==> src/hdl/mft_pkg.sv <==
// Shared constants and types for the motor feedback turn tracker.
`default_nettype none
package mft_pkg;

	// Default configuration of the tracker
	localparam int NUM_SLOTS_DEF       = 4;
	localparam int COUNTS_PER_TURN_DEF = 8192;
	localparam int QUEUE_DEPTH_DEF     = 2;

	// Frame identifier width and stream widths
	localparam int ID_W     = 11;
	localparam int IN_W     = 64;
	localparam int OUT_W    = 200;
	localparam int OUT_USER_W = 3;

	// Register reset values
	localparam logic [ID_W-1:0] ID_BASE_RST       = 11'd513;
	localparam logic [31:0]     ANGLE_GAIN_RST    = 32'd38805;
	localparam logic [31:0]     VELOCITY_GAIN_RST = 32'd883011;

	// Register map: index is byte address divided by four
	localparam int ADDR_W = 4;
	typedef enum logic [1:0] {
		REG_ID_BASE       = 2'd0,
		REG_ANGLE_GAIN    = 2'd1,
		REG_VELOCITY_GAIN = 2'd2
	} reg_idx_t;

	// Half of one Q.24 to Q.16 step, used for round to nearest
	localparam int ROUND_HALF = 128;

endpackage
`default_nettype wire

==> src/hdl/mft_front.sv <==
// Front end: takes feedback frames, checks the identifier window and registers hits.
`default_nettype none
module mft_front #(
	parameter int NUM_SLOTS = mft_pkg::NUM_SLOTS_DEF
) (
	input  logic                     clk,
	input  logic                     arst_n,
	input  logic [mft_pkg::ID_W-1:0] id_base,
	input  logic                     s_tvalid,
	output logic                     s_tready,
	input  logic [mft_pkg::IN_W-1:0] s_tdata,
	output logic                     item_valid,
	input  logic                     item_ready,
	output logic [((NUM_SLOTS > 1) ? $clog2(NUM_SLOTS) : 1)+47:0] item_data
);

	localparam int SLOT_W = (NUM_SLOTS > 1) ? $clog2(NUM_SLOTS) : 1;
	localparam int ITEM_W = SLOT_W + 48;

	logic [mft_pkg::ID_W:0]   offs;
	logic                     hit;
	logic [15:0]              pos;
	logic [15:0]              spd;
	logic [15:0]              amp;
	logic                     fr_valid_q;
	logic [ITEM_W-1:0]        fr_data_q;

	// Offset from the base without wrap; borrow marks a frame below the window
	assign offs = {1'b0, s_tdata[10:0]} - {1'b0, id_base};
	assign hit  = !offs[mft_pkg::ID_W] &&
	              (offs[mft_pkg::ID_W-1:0] < mft_pkg::ID_W'(NUM_SLOTS));

	// Assemble the big-endian payload words
	assign pos = {s_tdata[18:11], s_tdata[26:19]};
	assign spd = {s_tdata[34:27], s_tdata[42:35]};
	assign amp = {s_tdata[50:43], s_tdata[58:51]};

	assign s_tready   = !fr_valid_q || item_ready;
	assign item_valid = fr_valid_q;
	assign item_data  = fr_data_q;

	// Hold a frame in the window; drop any other frame at its transfer
	always_ff @(posedge clk or negedge arst_n) begin
		if (!arst_n) begin
			fr_valid_q <= 1'b0;
		end else if (s_tvalid && s_tready) begin
			fr_valid_q <= hit;
		end else if (item_ready) begin
			fr_valid_q <= 1'b0;
		end
	end

	always_ff @(posedge clk) begin
		if (s_tvalid && s_tready) begin
			fr_data_q <= {amp, spd, pos, offs[SLOT_W-1:0]};
		end
	end

endmodule
`default_nettype wire

==> config.mk <==
export PLATFORM = sky130hd
export DESIGN_NAME = mft_front
export DESIGN_NICKNAME = d
export VERILOG_FILES = /design/src/hdl/mft_pkg.sv /design/src/hdl/mft_front.sv
export SDC_FILE = /design/constraint.sdc
export NUM_CORES = 1
export LEC_CHECK = 0
export BUFFER_PORTS_ARGS = -buffer_cell sky130_fd_sc_hd__buf_2
export CAP_MARGIN = 10
export CORE_MARGIN = 10
export CORE_UTILIZATION = 38
export CTS_CLUSTER_DIAMETER = 200
export CTS_CLUSTER_SIZE = 30
export DETAILED_ROUTE_END_ITERATION = 12
export PLACE_DENSITY = 0.75
export SLEW_MARGIN = 20
export SYNTH_ARGS = -nofsm -noshare
export SYNTH_HDL_FRONTEND = slang
export SYNTH_SLANG_ARGS = --single-unit
==> constraint.sdc <==
create_clock -name clk -period 2 [get_ports clk]
set_input_delay 0.4 -clock clk [delete_from_list [all_inputs] [get_ports clk]]
set_output_delay 0.4 -clock clk [all_outputs]
set_load 0.01 [all_outputs]
# ---- After elaboration in Yosys (flattened, before gate mapping)
# Index checks and enable logic that the tools add are counted.
dict set report word_totals {
  regBits 51
  out_inout_bits 52
  latchBits 0
  ram_bits 0
  in_bits 79
  rom_bits 0
  elab_cells 12
  mem_count 0
}
dict set report op_classes {
  n_mux 2
  mul 0
  n_reduce_logical 6
  order_cmp 1
  eq_ne 0
  addsub 1
  bitwise_logic 0
  div 0
  shifts 0
}
# cell count
set op_table {}
lappend op_table {{$sub 11x11->12} 1}
lappend op_table {{$lt 11x3->1 const B} 1}
lappend op_table {{$logic_and 1x1->1} 2}
lappend op_table {{$logic_not 1->1} 2}
lappend op_table {{$mux 1} 2}
lappend op_table {{$reduce_bool 2->1} 1}
lappend op_table {{$logic_or 1x1->1} 1}

# ---- Longest topological paths before layout
dict set report logic_depth {
  word_depth 4
  depth_mapped 10
}

# ---- Worst setup path after synthesis
# Ideal clock, no wire load.
dict set report synth_path {
  path_kind {input to register}
  startpoint {input item_ready}
  endpoint {register fr_valid_q (netlist: item_valid)}
  arrival_time_ns 2.023
  t_required_ns 1.905
  path_buffers 0
  cell_stages 6
  slack_ns -0.118
  path_cell_list {nand2b_2 and2_2 nor4b_1 nand4_1 nand4b_1 o31ai_1}
}
dict set report synth_via {
  elab_chain_len 3
  elab_cells_between_ends 4
  classes_between {mux: 1; reduce/logical: 3}
}
# element line
set synth_rtl {}
lappend synth_rtl {{from (decl)} mft_front.sv:13} ;# input logic item_ready,
lappend synth_rtl {{$logic_or 1x1->1} mft_front.sv:38} ;# assign s_tready = !fr_valid_q || item_ready;
lappend synth_rtl {{$logic_and 1x1->1} mft_front.sv:46} ;# end else if (s_tvalid && s_tready) begin
lappend synth_rtl {{$mux 1 / $reduce_bool 2->1 (equally long branches)} n/a}
lappend synth_rtl {{to (signal assigned)} mft_front.sv:47} ;# fr_valid_q <= hit;
lappend synth_rtl {{to (decl)} mft_front.sv:25} ;# logic fr_valid_q;
# Several ways; a longest one is shown, not always the timed one.
# A chain may end at the register's enable or synchronous reset.

# ---- Final worst setup path
dict set report layout_path {
  startpoint {input s_tdata[0] (netlist bit)}
  endpoint {register fr_valid_q (netlist: item_valid)}
}
dict set report layout_via {
  elab_chain_len 4
  elab_cells_between_ends 5
  classes_between {add/sub: 1; order compare: 1; mux: 1; reduce/logical: 2}
}
# element line
set layout_rtl {}
lappend layout_rtl {{from (decl)} mft_front.sv:11} ;# input logic [mft_pkg::IN_W-1:0] s_tdata,
lappend layout_rtl {{$sub 11x11->12 *} mft_front.sv:29} ;# assign offs = {1'b0, s_tdata[10:0]} - {1'b0, id_base};
lappend layout_rtl {{$lt 11x3->1 / $logic_not 1->1 (equally long branches)} {mft_front.sv:31, mft_front.sv:30}}
lappend layout_rtl {{$logic_and 1x1->1 *} mft_front.sv:30} ;# assign hit = !offs[mft_pkg::ID_W] &&
lappend layout_rtl {{$mux 1 *} mft_front.sv:46}
# Every way passes the cells marked *; elsewhere a longest branch is shown, timed or not.

==> flow_summary.toml <==
[place]
gp_congestion = 0.888
place_ws_ps = -264
hpwl_um = 4880
io_buffers = 125
place_area_um2 = 2870

[worst_setup_path]
critPathArrivalTime_ps = 2060
r2r-start = "item_valid"
max_stage_delay_ps = 390
worstPathRequired_ps = 2210
cp-start-kind = "input pin"
r2r_end = "item_valid"
crit_path_top_delay_cell = "fa_2"
end_kind = "register"
rr_worst_depth = 6
crit_top_cell = "inv_2"
crit_path_max_fanout = 3
cp_cell_sequence = "buf_2, inv_2, ha_4, inv_2, fa_2, a21o_1, a21oi_2, xnor2_1, nand4_1, nand4b_1, o31ai_2"
crit_type = "input pin to register"
rrSetupSlack_ps = 610

[hold_path]
min_to = "item_data[33]"
min_from = "s_tdata[34]"
hp-class = "input pin to register"
hold_depth = 1

[die]
die_x_um = 94.5
die_h_um = 94.5
rows = 27
io_pins = 131
core_area_um2 = 5440
die_area_um2 = 8920
initial_core_util_pct = 38.7

[detailed_routing]
drc = 0
postRouteAntennaNets = 0
vias_per_cell = 4.58
wl_per_cell_um = 16.8
drt_first_iter_violations = 83
firstDrtPassIters = 4
vias = 1595
routed_wirelength_um = 5850

[synthesis]
synth_edf_count = 50
ys.flop_type = "edfxtp_1"
netlist_instances = 136
synth_cell_type_count = 34
syn-cell-area_um2 = 2110
ys_async_sr_fraction_pct = 1.96
ys_warn_count = 0
ys_seq_area_share_pct = 72.4
avgSynthCellArea_um2 = 15.5
synth_nets = 227
synth-seq-cells = 51

[sta]
setup_tns_ps = 0
setup_slack_ps = 142
period_needed_ps = 1860
drv_slew = 0
slew_headroom_pct = 74.5
max_freq_ghz = 0.538
skew_ps = 5.10
finalHoldViolCount = 0
tightest_slew_ps = 373
grt_setup_unrepaired = "false"
final-setup-viol-count = 0
post-route-period-util_pct = 92.9

[cts]
post_cts_buffers = 0
worstSkewPairLatency_ps = 290
cts_tree = "built"
cts_buffers = 5
clkTransAtPathRegs_ps = 90
cts.path.max_buffers = 2
cts.sinks = 51
clockRootBuffer = "clkbuf_8"
htreeDepth = 2

[final_layout]
nets = 366
insertedDiodeCount = 0
final_area_um2 = 3000
drive_gt1_share_pct = 55.4
area_growth_pct = 42.5

[global_route]
grt_pass1_vias = 1601
antenna_found_initial = 1
grt_max_degree = 30
globalRouteOverflowTotal = 0
grt_util_all_layers_pct = 11.9
grt_first_pass_wirelength_um = 8140

[outcome]
status = "completed"

[power_and_ir_drop]
irDropWorstVdd_mv = 0.323
power.density_nw_per_um2 = 753
p_leak_nw = 1.36

[job]
drv_cap = 0
[cells by family after synthesis]
group | synth area share, %
AND/OR/NAND/NOR | 6.41
adder cells (fa/ha/maj) | 7.48
flip-flops | 72.4
multiplexers | 1.01
AO/OA/AOI/OAI | 7.78
buffers and inverters | 3.21
XOR/XNOR | 1.66
[cells in the mapped netlist (2+ instances only)]
master,number,area (µm²)
nand2_1,7,26.3
nor2b_1,2,12.5
a21oi_2,3,26.3
a31oi_1,3,18.8
edfxtp_1,50,1500
nand3_1,2,10.0
o21ai_0,4,20.0
o21ai_1,2,10.0
nor2_1,3,11.3
xor2_1,2,17.5
a21oi_1,5,25.0
inv_1,18,67.6
o221ai_1,2,17.5
ha_1,11,138
nor3b_1,2,15.0
xnor2_1,2,17.5
[flip-flops by register name, summed over array words and instances (netlist names)]
name,flops
item_valid,1
item_data,50
[power breakdown]
part / switching [mW] / leakage, nW / internal, mW
Sequential: 0.0182 / 0.503 / 1.27
Clock: 0.317 / 0.0418 / 0.244
Combinational: 0.220 / 0.817 / 0.194
[placed cells by master (no fill, tap or decap), types with 2 or more instances in the layout]
cell type  Yosys  final
a21oi_1        5      3
a21oi_2        3      5
a31oi_1        3      3
buf_2          0    125
buf_4          0      6
clkbuf_8       0      5
edfxtp_1      50     50
ha_1          11     10
inv_1         18     16
inv_2          0      2
nand2_1        7      7
nand3_1        2      2
nor2_1         3      3
nor2b_1        2      2
nor3b_1        2      2
o21ai_0        4      4
o21ai_1        2      2
o221ai_1       2      2
xnor2_1        2      2
xor2_1         2      2
[repair_timing]
action,CTS,global route
endpoints found under the hold margin,1,0
hold buffers,1,0
resized for setup,0,8
endpoints found under the setup margin,0,1
[per-layer routing]
layer | GRT usage [%] | vias up | wire [µm]
met4 | 4.49 | 0 | 68
met2 | 20.4 | 99 | 2710
met3 | 5.55 | 6 | 735
met1 | 12.4 | 711 | 2340
li1 | - | 779 | -
met5 | 0 | - | 0
[critical path: cells and delay by family]
kind / cells / cell delay [ps]
xor+xnor: 1 / 130
fa+ha+maj: 2 / 520
simple gates: 2 / 300
buf+inv: 3 / 200
compound gates: 3 / 500
[worst max path at each step]
stage | from | to | slack, ps
after floorplan | s_tdata[0] | item_valid | 20
after global placement | s_tdata[0] | item_valid | -210
after detailed placement | s_tdata[0] | item_valid | -260
after CTS | s_tdata[0] | item_valid | 50
after global routing | s_tdata[0] | item_valid | 10
final | s_tdata[0] | item_valid | 140
[cell type report]
| class | count | area, µm² |
|---|---|---|
| Clock inverter | 3 | 20.0 |
| Sequential cell | 51 | 1530 |
| Fill cell | 468 | 2440 |
| Inverter | 18 | 67.6 |
| Clock buffer | 5 | 68.8 |
| Timing Repair Buffer | 132 | 681 |
| Tap cell | 72 | 90.1 |
| Multi-Input combinational cell | 67 | 548 |
[per-stage QoR]
step / util (%) / std cells / total power, mW / hold WS [ps]
global placement: 52.8 / 339 / 1.70 / 176
floorplan: - / 136 / 1.51 / 104
finish: 55.2 / 348 / 2.26 / 275
detailed placement: 52.8 / 339 / 1.72 / 178
CTS: 54.6 / 348 / 2.27 / 267
global route: 55.2 / 348 / 2.37 / 254
No activity file was read; power rests on OpenSTA's default activity.
