$ cat src/hdl/mft_pkg.sv
// Shared constants and types for the motor feedback turn tracker.
`default_nettype none
package mft_pkg;

	// Default configuration of the tracker
	localparam int NUM_SLOTS_DEF       = 4;
	localparam int COUNTS_PER_TURN_DEF = 8192;
	localparam int QUEUE_DEPTH_DEF     = 2;

	// Frame identifier width and stream widths
	localparam int ID_W     = 11;
	localparam int IN_W     = 64;
	localparam int OUT_W    = 200;
	localparam int OUT_USER_W = 3;

	// Register reset values
	localparam logic [ID_W-1:0] ID_BASE_RST       = 11'd513;
	localparam logic [31:0]     ANGLE_GAIN_RST    = 32'd38805;
	localparam logic [31:0]     VELOCITY_GAIN_RST = 32'd883011;

	// Register map: index is byte address divided by four
	localparam int ADDR_W = 4;
	typedef enum logic [1:0] {
		REG_ID_BASE       = 2'd0,
		REG_ANGLE_GAIN    = 2'd1,
		REG_VELOCITY_GAIN = 2'd2
	} reg_idx_t;

	// Half of one Q.24 to Q.16 step, used for round to nearest
	localparam int ROUND_HALF = 128;

endpackage
`default_nettype wire

$ cat src/hdl/mft_queue.sv
// Short first-in first-out queue between the front end and the tracking back end.
`default_nettype none
module mft_queue #(
	parameter int W     = 50,
	parameter int DEPTH = mft_pkg::QUEUE_DEPTH_DEF
) (
	input  logic         clk,
	input  logic         arst_n,
	input  logic         in_valid,
	output logic         in_ready,
	input  logic [W-1:0] in_data,
	output logic         out_valid,
	input  logic         out_ready,
	output logic [W-1:0] out_data
);

	localparam int PW = (DEPTH > 1) ? $clog2(DEPTH) : 1;
	localparam int CW = $clog2(DEPTH + 1);

	logic [W-1:0]  mem_q [DEPTH];
	logic [PW-1:0] wr_ptr_q;
	logic [PW-1:0] rd_ptr_q;
	logic [CW-1:0] count_q;
	logic          push;
	logic          pop;

	assign in_ready  = (count_q != CW'(DEPTH));
	assign out_valid = (count_q != '0);
	assign out_data  = mem_q[rd_ptr_q];
	assign push      = in_valid && in_ready;
	assign pop       = out_valid && out_ready;

	// Advance pointers and occupancy
	always_ff @(posedge clk or negedge arst_n) begin
		if (!arst_n) begin
			wr_ptr_q <= '0;
			rd_ptr_q <= '0;
			count_q  <= '0;
		end else begin
			if (push) begin
				wr_ptr_q <= (wr_ptr_q == PW'(DEPTH - 1)) ? '0 : wr_ptr_q + 1'b1;
			end
			if (pop) begin
				rd_ptr_q <= (rd_ptr_q == PW'(DEPTH - 1)) ? '0 : rd_ptr_q + 1'b1;
			end
			if (push && !pop) begin
				count_q <= count_q + 1'b1;
			end else if (pop && !push) begin
				count_q <= count_q - 1'b1;
			end
		end
	end

	// Store entries
	always_ff @(posedge clk) begin
		if (push) begin
			mem_q[wr_ptr_q] <= in_data;
		end
	end

endmodule
`default_nettype wire

$ cat config.mk
export PLATFORM = sky130hd
export DESIGN_NAME = mft_queue
export DESIGN_NICKNAME = d
export VERILOG_FILES = /design/src/hdl/mft_pkg.sv /design/src/hdl/mft_queue.sv
export SDC_FILE = /design/constraint.sdc
export NUM_CORES = 1
export LEC_CHECK = 0
export ABC_AREA = 1
export BUFFER_PORTS_ARGS = -buffer_cell sky130_fd_sc_hd__buf_2
export CORE_MARGIN = 2
export CORE_UTILIZATION = 56
export DETAILED_ROUTE_END_ITERATION = 6
export PLACE_DENSITY = 0.94
export SYNTH_ARGS = -nofsm -noshare
export SYNTH_HDL_FRONTEND = slang
export SYNTH_SLANG_ARGS = --single-unit
$ cat constraint.sdc
create_clock -name clk -period 5.9 [get_ports clk]
set_input_delay 0.885 -clock clk [delete_from_list [all_inputs] [get_ports clk]]
set_output_delay 0.885 -clock clk [all_outputs]
set_load 0.05 [all_outputs]
; ---- Word level (Yosys, flattened, before mapping)
; Memories as Yosys holds them, arrays and structs flattened.
; Cells that the tools add are included.
; W data, S select, Z words.
[totals]
ff_bits = 4
mem_bits_rw = 100
inputBits = 54
out_inout_bits = 52
wordCells = 23
mem_count = 1
[memory_table]
columns = name, depth, word_bits, read_ports, rd_clocked_by_memory_dff, write_ports, line
row1 = mem_q, 2, 50, 1, 0, 1, mft_queue.sv:20  ; logic [W-1:0] mem_q [DEPTH];
[classes]
n_addsub = 4
n_eq_ne = 1
muxes = 6
reduce_logical = 8
[ops]
columns = operator, count
row1 = $logic_and A1 B1 Y1, 4
row2 = $mux W1, 4
row3 = $mux W2, 2
row4 = $reduce_bool A2 Y1, 2
row5 = $add A1 B1 Y1 const B, 2
row6 = $add A2 B1 Y2 const B, 1
row7 = $logic_not A1 Y1, 2
row8 = $ne A2 B2 Y1 const B, 1
row9 = $sub A2 B1 Y2 const B, 1

; ---- Logic depth before layout (Yosys ltp)
; Gate-level depths: netlist (run 1).
[logic_depth]
depth_word = 6
ltp_mapped = 10
ltp_nobuf = 10

; ---- Worst setup path before layout (run 1)
; OpenSTA, ideal clock, no wires.
[synth_timing]
path_type = input to register
from = input port in_valid
to = memory mem_q[0][0] (enable)
setup_ns = 0.458
arrival_time_ns = 3.071
t_required_ns = 5.442
path_slack_ns = 2.371
stages = 2
n_path_buf = 0
cell_sequence = nand2_2 > nor2_1
[synth_between]
elab_chain_len = 3
[synth_lines]
columns = item, line
row1 = start: declaration, mft_queue.sv:9  ; input logic in_valid,
row2 = $logic_and A1 B1 Y1, mft_queue.sv:30  ; assign push = in_valid && in_ready;
row3 = $mux W1, mft_queue.sv:56  ; if (push) begin
row4 = $mux W1 (not written as such), mft_queue.sv:57  ; mem_q[wr_ptr_q] <= in_data;
row5 = end: declaration, mft_queue.sv:20
; No other way between the ends.

; ---- Worst setup path in the final report (run 1)
[layout_timing]
from = register rd_ptr_q
to = output port out_data[28]
[layout_between]
elab_chain_len = 1
[layout_lines]
columns = item, line
row1 = start: declaration, mft_queue.sv:22  ; logic [PW-1:0] rd_ptr_q;
row2 = start signal: assignment, mft_queue.sv:44  ; rd_ptr_q <= (rd_ptr_q == PW'(DEPTH - 1)) ? '0 : rd_ptr_q + 1'b1;
row3 = $mem_v2 Z2 W50, --
row4 = end: declaration, mft_queue.sv:14  ; output logic [W-1:0] out_data
; No other way between the ends.

==> results of run 1 <==
-- worst register-to-register path, stage by stage, from the launching register on --
cell and delay, ps:
dfrtp_1 410, inv_2 70, nand2_2 70, nand2_2 120, nor2_4 600, buf_4 470
-- flip-flops by register name (all words and copies together) (netlist names) --
register	flops
rd_ptr_q	1
wr_ptr_q	1
count_q	2
mem_q	100
-- per-layer routing --
metal / share of wire / global-route usage
met1: 0.40 / 0.235
met2: 0.52 / 0.302
met3: 0.058 / 0.0392
met4: 0.020 / 0.0882
met5: 0 / 0
-- synthesized netlist by cell type --
library cell / n
nand4_1: 1
ha_1: 1
xor2_1: 1
inv_2: 1
edfxtp_1: 100
dfrtp_1: 4
buf_6: 5
nand3_1: 2
nor2_1: 2
nand2_2: 23
nand2_1: 137
inv_1: 5
inv_8: 1
xnor2_1: 1
buf_4: 4
buf_12: 2
-- area by class of cell --
| class | instances | area [um^2] | share of cell area |
|---|---|---|---|
| sequential | 104 | 3100 | 0.657 |
| multi-input combinational | 168 | 727 | 0.154 |
| timing repair buffer | 107 | 541 | 0.114 |
| clock buffer | 9 | 124 | 0.0262 |
| tap | 96 | 120 | 0.0254 |
| clock inverter | 7 | 72.6 | 0.0154 |
| inverter | 7 | 33.8 | 0.00715 |
-- worst min-delay path by stage --
stage            endpoint  startpoint  cells past startpoint  slack, ps
2_1_floorplan  count_q[1]  count_q[1]                      2        480
3_3_place_gp   count_q[1]  count_q[1]                      2        500
3_5_place_dp   count_q[1]  count_q[1]                      2        520
4_1_cts        count_q[1]      arst_n                      1        310
5_1_grt          rd_ptr_q      arst_n                      1        310
6_report       count_q[0]      arst_n                      1        330
-- through the flow --
step / hold WS, ps / worst slack [ps] / util / cell area (um^2)
after floorplan: 481 / 2370 / - / 3980
after global placement: 496 / 3280 / 0.662 / 4530
after detailed placement: 516 / 3240 / 0.662 / 4530
after CTS: 306 / 2820 / 0.691 / 4720
after global routing: 309 / 2690 / 0.691 / 4720
final: 327 / 2880 / 0.691 / 4720
-- kinds of logic (layout without fill, tap and decap cells) --
family | after synthesis | count (layout)
xor gates and xnor gates | 2 | 2
adders and majority gates | 1 | 1
buffers and inverters | 18 | 130
DFF | 104 | 104
and+or+nand+nor | 165 | 165
==> flow_summary_export.csv, run 1 <==
group,metric,value,unit
synth,syn_avg_cell_area,13.7,um^2
floorplan,die_w,88.3,um
timing,fin_crit,3020,ps
route,viasPerCell,4.81,
grt,grt_pass1_vias,2341,
critical_path,crit_path_cell_trace,"inv_8 -> nand2_1 -> nand2_1 -> buf_2",
critical_path,r2r_cells,5,
timing,fmax,331,MHz
critical_path,crit_start,"rd_ptr_q",
job,drv_cap,0,
cells_and_area,fill_cells,497,
route,finalWirelength,6820,um
timing,setup_viol,0,
critical_path,path_max_fanout,52,
critical_path,crit_path_start_kind,"flip-flop",
clock_tree,clock-sinks,104,
critical_path,crit_end,"out_data[28]",
placed_design,io_buffers,105,
critical_path,r2r-start,"count_q[0]",
synth,synthXorXnorAreaFrac,0.00441,
route,first_iter_violations,149,
clock_tree,cts_setup_buffers,0,
outcome,outcome,"finished, final reports clean",
floorplan,rows,30,
synth,ys_types,16,
timing,fin_skew,11.7,ps
placed_design,place_inst,482,
cells_and_area,final_cell_mix,"nand2_1, buf_2, edfxtp_1",
critical_path,crit_top_cell,"nand2_1",
route,drtPass1Iterations,4,
route,drcViolationCount,0,
synth,synth_fa_ha_area_frac,0.00315,
cells_and_area,areaGrowthSynthToFinish,18.8,%
clock_tree,clkSlewWorstSetupHoldPaths,90,ps
clock_tree,clock-root-buffer,"clkbuf_8",
timing,period_share,0.513,
clock_tree,numCtsBuffers,9,
critical_path,reg2reg_to,"mem_q[1][16]",
synth,synth_cells,290,
route,ant_nets,0,
critical_path,end_kind,"output port",
cells_and_area,final_common_cell,"nand2_1",
grt,grt_first_pass_wirelength,10600,um
route,routedWlPerCell,13.7,um
timing,tightest_slew,963,ps
synth,synth-compound-area-share,0,
synth,yosysWarnings,0,
clock_tree,cts_tree,"done",
timing,relSlewSlack,0.358,
placed_design,gp_congestion,0.678,
cells_and_area,num_antenna_cells,0,
synth,synth.cell_area,0.00398,mm^2
timing,tns,0,ps
cells_and_area,drive_gt1_frac,0.373,
clock_tree,h-tree-depth,3,
critical_path,worstPathRequired,5020,ps
clock_tree,hold_buffers,0,
grt,grt_overflow_total,0,
timing,finalHoldViolCount,0,
synth,yosysTopAreaCell,"edfxtp_1",
clock_tree,clock_path_buffers,2,
placed_design,place_hpwl,4440,um
critical_path,worst-path-stages,4,
clock_tree,cts_resized,0,
critical_path,cp.arrival,2140,ps
synth,synth_seq_cells,104,
critical_path,critPathBufInv,2,
synth,synth_top_family_by_area,"simple AND/OR/NAND/NOR gates",
synth,synthMuxAreaShare,0,
critical_path,crit_type,"flip-flop to output port",
timing,drv_slew,0,
critical_path,reg2reg_slack,3840,ps
timing,rsz0062_at_grt,"no",
grt,grt_max_degree,53,
synth,synth-simple-area-share,0.172,
critical_path,max_stage_delay,1010,ps
floorplan,dieArea,0.00779,mm^2
critical_path,slowest_stage,"dfrtp_2",
synth,ys_seq_area_frac,0.781,
critical_path,crit_family,"flip-flops",
synth,synth_top_cell_area_share,0.755,
floorplan,io_pins,106,
synth,synth_area_leaders,"edfxtp_1, nand2_1, nand2_2, dfrtp_1, buf_6",
clock_tree,clock_latency,350,ps
hold_path,hp-class,"input port to asynchronous set/reset pin",
route,vias,2395,
synth,synth_nets,345,
cells_and_area,stdcell_count,498,
cells_and_area,final_nets,452,
floorplan,die_y,88.3,um
floorplan,core,0.00683,mm^2
floorplan,initial_core_util,0.582,
grt,antenna_found_initial,0,
grt,grt_usage,0.184,
Power of run 1 is not shown: default switching activity piles up to over one toggle a cycle in this logic, so the estimate is an artifact.
==> run 2, diff against run 1 <==
--- a/config.mk
+++ b/config.mk
@@ -8,9 +8,9 @@
 export ABC_AREA = 1
 export BUFFER_PORTS_ARGS = -buffer_cell sky130_fd_sc_hd__buf_2
 export CORE_MARGIN = 2
-export CORE_UTILIZATION = 56
+export CORE_UTILIZATION = 47
 export DETAILED_ROUTE_END_ITERATION = 6
-export PLACE_DENSITY = 0.94
+export PLACE_DENSITY = 0.85
 export SYNTH_ARGS = -nofsm -noshare
 export SYNTH_HDL_FRONTEND = slang
 export SYNTH_SLANG_ARGS = --single-unit
==> constraint.sdc (replaced) <==
create_clock -name clk -period 2.6 [get_ports clk]
set_input_delay 0.39 -clock clk [delete_from_list [all_inputs] [get_ports clk]]
set_output_delay 0.39 -clock clk [all_outputs]
set_load 0.05 [all_outputs]
==> run 2 against run 1 <==
Effect of this change:
- routed wire length is 0.28% higher
- critical endpoint is now out_data[0]
- flip-flop and latch count stayed put
- critical path depth stayed put
- worst setup slack worse by 2600 ps
- global-route usage is 2.7 points lower
- non-clock buffer count is 4 higher
==> flow_summary_export.csv, run 2 (synthesis results as in run 1) <==
group,metric,value,unit
hold_path,hold_depth,1,
timing,finalHoldViolCount,0,
cells_and_area,reg.largest.list,"mem_q (100), count_q (2)",
timing,fin_crit,2290,ps
critical_path,path_max_fanout,27,
clock_tree,h-tree-depth,3,
placed_design,io_buffers,105,
floorplan,die_y,96.0,um
timing,tightest_slew,559,ps
clock_tree,clock_path_buffers,2,
critical_path,end_kind,"output port",
outcome,outcome,"finished, final reports clean",
hold_path,hp-class,"input port to flip-flop",
timing,relSlewSlack,0.627,
hold_path,min-delay-start,"in_data[35]",
timing,drv_slew,0,
cells_and_area,final_common_cell,"nand2_1",
cells_and_area,largest_reg_flops,100,
route,drtPass1Iterations,6,
timing,rsz0062_at_grt,"no",
clock_tree,cts_tree,"done",
placed_design,gp_congestion,0.640,
route,finalWirelength,6840,um
critical_path,crit_path_start_kind,"flip-flop",
clock_tree,cts_resized,0,
route,ant_nets,0,
floorplan,dieArea,0.00921,mm^2
floorplan,die_w,96.0,um
grt,antenna_found_initial,0,
timing,setup_viol,0,
timing,period_share,0.880,
clock_tree,clock-root-buffer,"clkbuf_8",
critical_path,reg2reg_slack,1120,ps
clock_tree,clock-sinks,104,
grt,grt_overflow_total,0,
critical_path,worstPathRequired,2210,ps
floorplan,rows,33,
timing,fin_skew,12.2,ps
timing,fmax,437,MHz
timing,setup_slack,312,ps
clock_tree,numCtsBuffers,9,
cells_and_area,num_antenna_cells,0,
cells_and_area,areaGrowthSynthToFinish,20.2,%
floorplan,core,0.00822,mm^2
grt,grt_usage,0.157,
hold_path,holdPathEnd,"mem_q[0][35]",
route,viasPerCell,4.72,
cells_and_area,drive_gt1_frac,0.373,
grt,grt_max_degree,52,
floorplan,initial_core_util,0.484,
cells_and_area,utilization,0.582,
floorplan,io_pins,106,
critical_path,crit_type,"flip-flop to output port",
clock_tree,clock_latency,350,ps
grt,grt_pass1_vias,2305,
route,routedWlPerCell,13.4,um
placed_design,place_hpwl,4770,um
placed_design,placement.cell_area,0.00456,mm^2
cells_and_area,final_cell_mix,"nand2_1, buf_2, edfxtp_1",
placed_design,pre_cts_ws,650,ps
critical_path,reg2reg_to,"count_q[1]",
critical_path,r2r-start,"count_q[0]",
grt,grt_first_pass_wirelength,10600,um
cells_and_area,final_nets,456,
route,first_iter_violations,103,
cells_and_area,fin_area,0.00478,mm^2
route,vias,2406,
cells_and_area,regMostFlops,"mem_q",
route,drcViolationCount,0,
critical_path,r2r_cells,9,
timing,worst_hold_slack,224,ps
job,drv_cap,0,
clock_tree,clkSlewWorstSetupHoldPaths,100,ps
critical_path,cp.arrival,1900,ps
-- run 2: cell count changes in the layout (fill, tap and decap cells not counted) --
| cell | previous run | this run |
|---|---|---|
| bufinv_16 | 1 | 2 |
| clkinv_1 | 1 | 2 |
| clkinvlp_4 | 4 | 0 |
| dlygate4sd3_1 | 0 | 1 |
| buf_4 | 2 | 5 |
| clkinv_4 | 1 | 2 |
-- run 2: layout make-up --
| type | count | area (um^2) |
|---|---|---|
| fillers | 692 | 3440 |
| flip-flops and latches | 104 | 3100 |
| multi-input cells | 168 | 727 |
| repair buffers | 111 | 573 |
| well taps | 105 | 131 |
| clock buffers | 9 | 124 |
| clock inverters | 6 | 85.1 |
| inverters | 7 | 33.8 |
-- run 2: worst max-delay path by stage --
stage | from | end | slack (ps) | cells past startpoint
2_1_floorplan | count_q[0] | mem_q[0][0] | -760 | 4
3_3_place_gp | rd_ptr_q | out_data[30] | 700 | 4
3_5_place_dp | rd_ptr_q | out_data[0] | 650 | 4
4_1_cts | rd_ptr_q | out_data[0] | 250 | 4
5_1_grt | rd_ptr_q | out_data[33] | 160 | 4
6_report | rd_ptr_q | out_data[0] | 310 | 4
-- run 2: per-stage QoR --
stage,std cells,TNS (ps)
after floorplan,290,-75550
after global placement,494,0
after detailed placement,494,0
after CTS,510,0
after global routing,510,0
final,510,0
-- run 2: critical path: stages, from the launching register on --
cell	delay [ps]
dfrtp_2	730
buf_4	380
nand2_1	80
nand2_1	90
buf_2	260
-- run 2: what timing repair did --
item,CTS,global route
buffers inserted,0,0
endpoints found under the hold margin,4,0
hold buffers,1,0
-- run 2: routing by layer --
layer	track usage	up-vias	share of wire
met5	0	-	0
met4	0.0607	0	0.0094
met3	0.0399	8	0.050
met2	0.267	75	0.52
met1	0.193	1130	0.42
li1	-	1193	-
Power of run 2 is left out for the same reason.
==> run 3, diff against run 2 <==
--- a/config.mk
+++ b/config.mk
@@ -8,9 +8,9 @@
 export ABC_AREA = 1
 export BUFFER_PORTS_ARGS = -buffer_cell sky130_fd_sc_hd__buf_2
 export CORE_MARGIN = 2
-export CORE_UTILIZATION = 47
+export CORE_UTILIZATION = 35
 export DETAILED_ROUTE_END_ITERATION = 6
-export PLACE_DENSITY = 0.85
+export PLACE_DENSITY = 0.69
 export SYNTH_ARGS = -nofsm -noshare
 export SYNTH_HDL_FRONTEND = slang
 export SYNTH_SLANG_ARGS = --single-unit
==> constraint.sdc (replaced) <==
create_clock -name clk -period 2.6 [get_ports clk]
set_input_delay 0.26 -clock clk [delete_from_list [all_inputs] [get_ports clk]]
set_output_delay 0.26 -clock clk [all_outputs]
set_load 0.05 [all_outputs]
==> run 3 against run 2 <==
Effect of this change:
- flip-flop and latch count is the same
- via count shrank 0.29%
- cell count up 7.1%
- first-iteration DRC count rose by 8.7%
- core utilization is 13 points lower
- design area rose by 4.0%
- critical path type unchanged
- die area up 33%
- worst setup slack better by 430 ps
- sequential share of layout area down 2.5 points
- critical path depth unchanged
- largest cell class unchanged
- register-to-register slack about the same
- highest routed layer is now met5
- global-route usage fell by 2.9 points
==> flow_summary_export.csv, run 3 (synthesis results as in run 1) <==
group,metric,value,unit
timing,period_share,0.715,
critical_path,worstPathRequired,2340,ps
grt,grt_pass1_vias,2430,
critical_path,reg2reg_slack,1130,ps
clock_tree,cts_resized,0,
cells_and_area,final_cell_mix,"nand2_1, buf_2, edfxtp_1",
critical_path,crit_start,"rd_ptr_q",
grt,antenna_found_initial,1,
job,drv_cap,0,
floorplan,dieArea,0.0122,mm^2
grt,grtUsageMet3,0.0456,
clock_tree,clock_path_buffers,2,
power,p_total,0.00702,W
grt,grt_max_degree,52,
clock_tree,cts_setup_buffers,0,
clock_tree,clock-sinks,104,
critical_path,reg2reg_to,"count_q[1]",
power,powerDensity,1410,mW/mm^2
clock_tree,clkSlewWorstSetupHoldPaths,70,ps
cells_and_area,final_nets,455,
cells_and_area,largest_reg_flops,100,
clock_tree,h-tree-depth,3,
cells_and_area,utilization,0.452,
grt,grt_overflow_total,0,
placed_design,pre_cts_ws,1070,ps
cells_and_area,final_common_cell,"nand2_1",
timing,fin_crit,1860,ps
route,viasPerCell,4.39,
placed_design,gp_congestion,0.653,
floorplan,initial_core_util,0.362,
critical_path,end_kind,"output port",
critical_path,crit_path_start_kind,"flip-flop",
grt,grt_usage,0.128,
timing,rsz0062_at_grt,"no",
grt,busiest_layer,"met2",
power,ir_drop,0.566,mV
cells_and_area,reg.largest.list,"mem_q (100), count_q (2)",
timing,relSlewSlack,0.765,
placed_design,place_hpwl,5070,um
critical_path,r2r-start,"count_q[0]",
timing,tightest_slew,353,ps
hold_path,hp-class,"input port to flip-flop",
route,finalWirelength,7560,um
critical_path,crit_end,"out_data[36]",
clock_tree,cts_tree,"done",
power,clkPwrFrac,0.213,
route,vias,2399,
timing,fin_skew,7.07,ps
cells_and_area,stdcell_count,546,
cells_and_area,areaGrowthSynthToFinish,25.0,%
timing,finalHoldViolCount,0,
clock_tree,clock-root-buffer,"clkbuf_16",
grt,use_met1,0.158,
power,p_seq_frac,0.346,
grt,grt_first_pass_wirelength,12200,um
floorplan,io_pins,106,
route,routedWlPerCell,13.8,um
route,first_iter_violations,112,
placed_design,place_inst,528,
timing,setup_slack,742,ps
power,p_int,0.00386,W
timing,setup_viol,0,
floorplan,rows,38,
floorplan,die_y,111,um
power,netSwitchingFraction,0.450,
cells_and_area,regMostFlops,"mem_q",
critical_path,cp.arrival,1600,ps
timing,worst_hold_slack,107,ps
clock_tree,clock_latency,330,ps
power,p_comb_frac,0.441,
placed_design,io_buffers,105,
route,ant_nets,0,
critical_path,crit_type,"flip-flop to output port",
critical_path,r2r_cells,9,
clock_tree,hold_buffers,1,
floorplan,core,0.0110,mm^2
power,p_leak,2.13,nW
clock_tree,numCtsBuffers,9,
outcome,outcome,"finished, final reports clean",
critical_path,path_max_fanout,51,
route,drcViolationCount,0,
route,drtPass1Iterations,4,
floorplan,die_w,111,um
grt,global_route.usage.met2,0.212,
timing,fmax,538,MHz
power,p_sw,0.00316,W
cells_and_area,drive_gt1_frac,0.373,
timing,drv_slew,0,
==> run 3: cell count changes in the layout (fill, tap and decap cells not counted), sizes merged <==
cell and change:
clkbuf +1, clkinv -1, buf -1, bufinv +1
diode +1
==> run 3: final cells by class <==
type / instances / area [um^2]
Timing Repair Buffer: 110 / 591
Fill cell: 1004 / 6010
Clock inverter: 6 / 108
Tap cell: 140 / 175
Clock buffer: 10 / 229
Inverter: 7 / 33.8
Multi-Input combinational cell: 168 / 727
Sequential cell: 104 / 3100
Antenna cell: 1 / 2.50
==> run 3: through the flow <==
stage | setup TNS [ps] | area, um^2
detailed placement | 0 | 4620
CTS | 0 | 4970
global route | 0 | 4970
global placement | 0 | 4620
finish | 0 | 4970
floorplan | -75550 | 3980
==> run 3: worst min path at each step <==
stage	startpoint	depth (start not counted)	endpoint	slack, ps
2_1_floorplan	arst_n	0	count_q[0]	-40
3_3_place_gp	arst_n	1	count_q[1]	90
3_5_place_dp	arst_n	1	count_q[1]	90
4_1_cts	in_data[48]	1	mem_q[0][48]	90
5_1_grt	in_data[48]	1	mem_q[0][48]	90
6_report	in_data[48]	1	mem_q[0][48]	110
==> run 3: power groups by stage <==
stage | logic (W) | registers (W) | clock network (W)
after floorplan | 0.00255 | 0.00244 | 0
after global placement | 0.00312 | 0.00246 | 0
after detailed placement | 0.00315 | 0.00247 | 0
after CTS | 0.00316 | 0.00243 | 0.00153
after global routing | 0.00334 | 0.00247 | 0.00160
final | 0.00310 | 0.00243 | 0.00149
==> run 3: layer usage <==
layer | up-vias | wire (um)
li1 | 1197 | -
met1 | 1119 | 3250
met2 | 71 | 3730
met3 | 10 | 475
met4 | 2 | 89
met5 | - | 13
==> run 3: worst max-delay path: stages, from the launching register on <==
cell	delay, ps
dfrtp_2	500
inv_8	300
nand2_2	70
nand2_1	100
buf_2	280
Note: power is estimated with default switching activity, not from simulation.
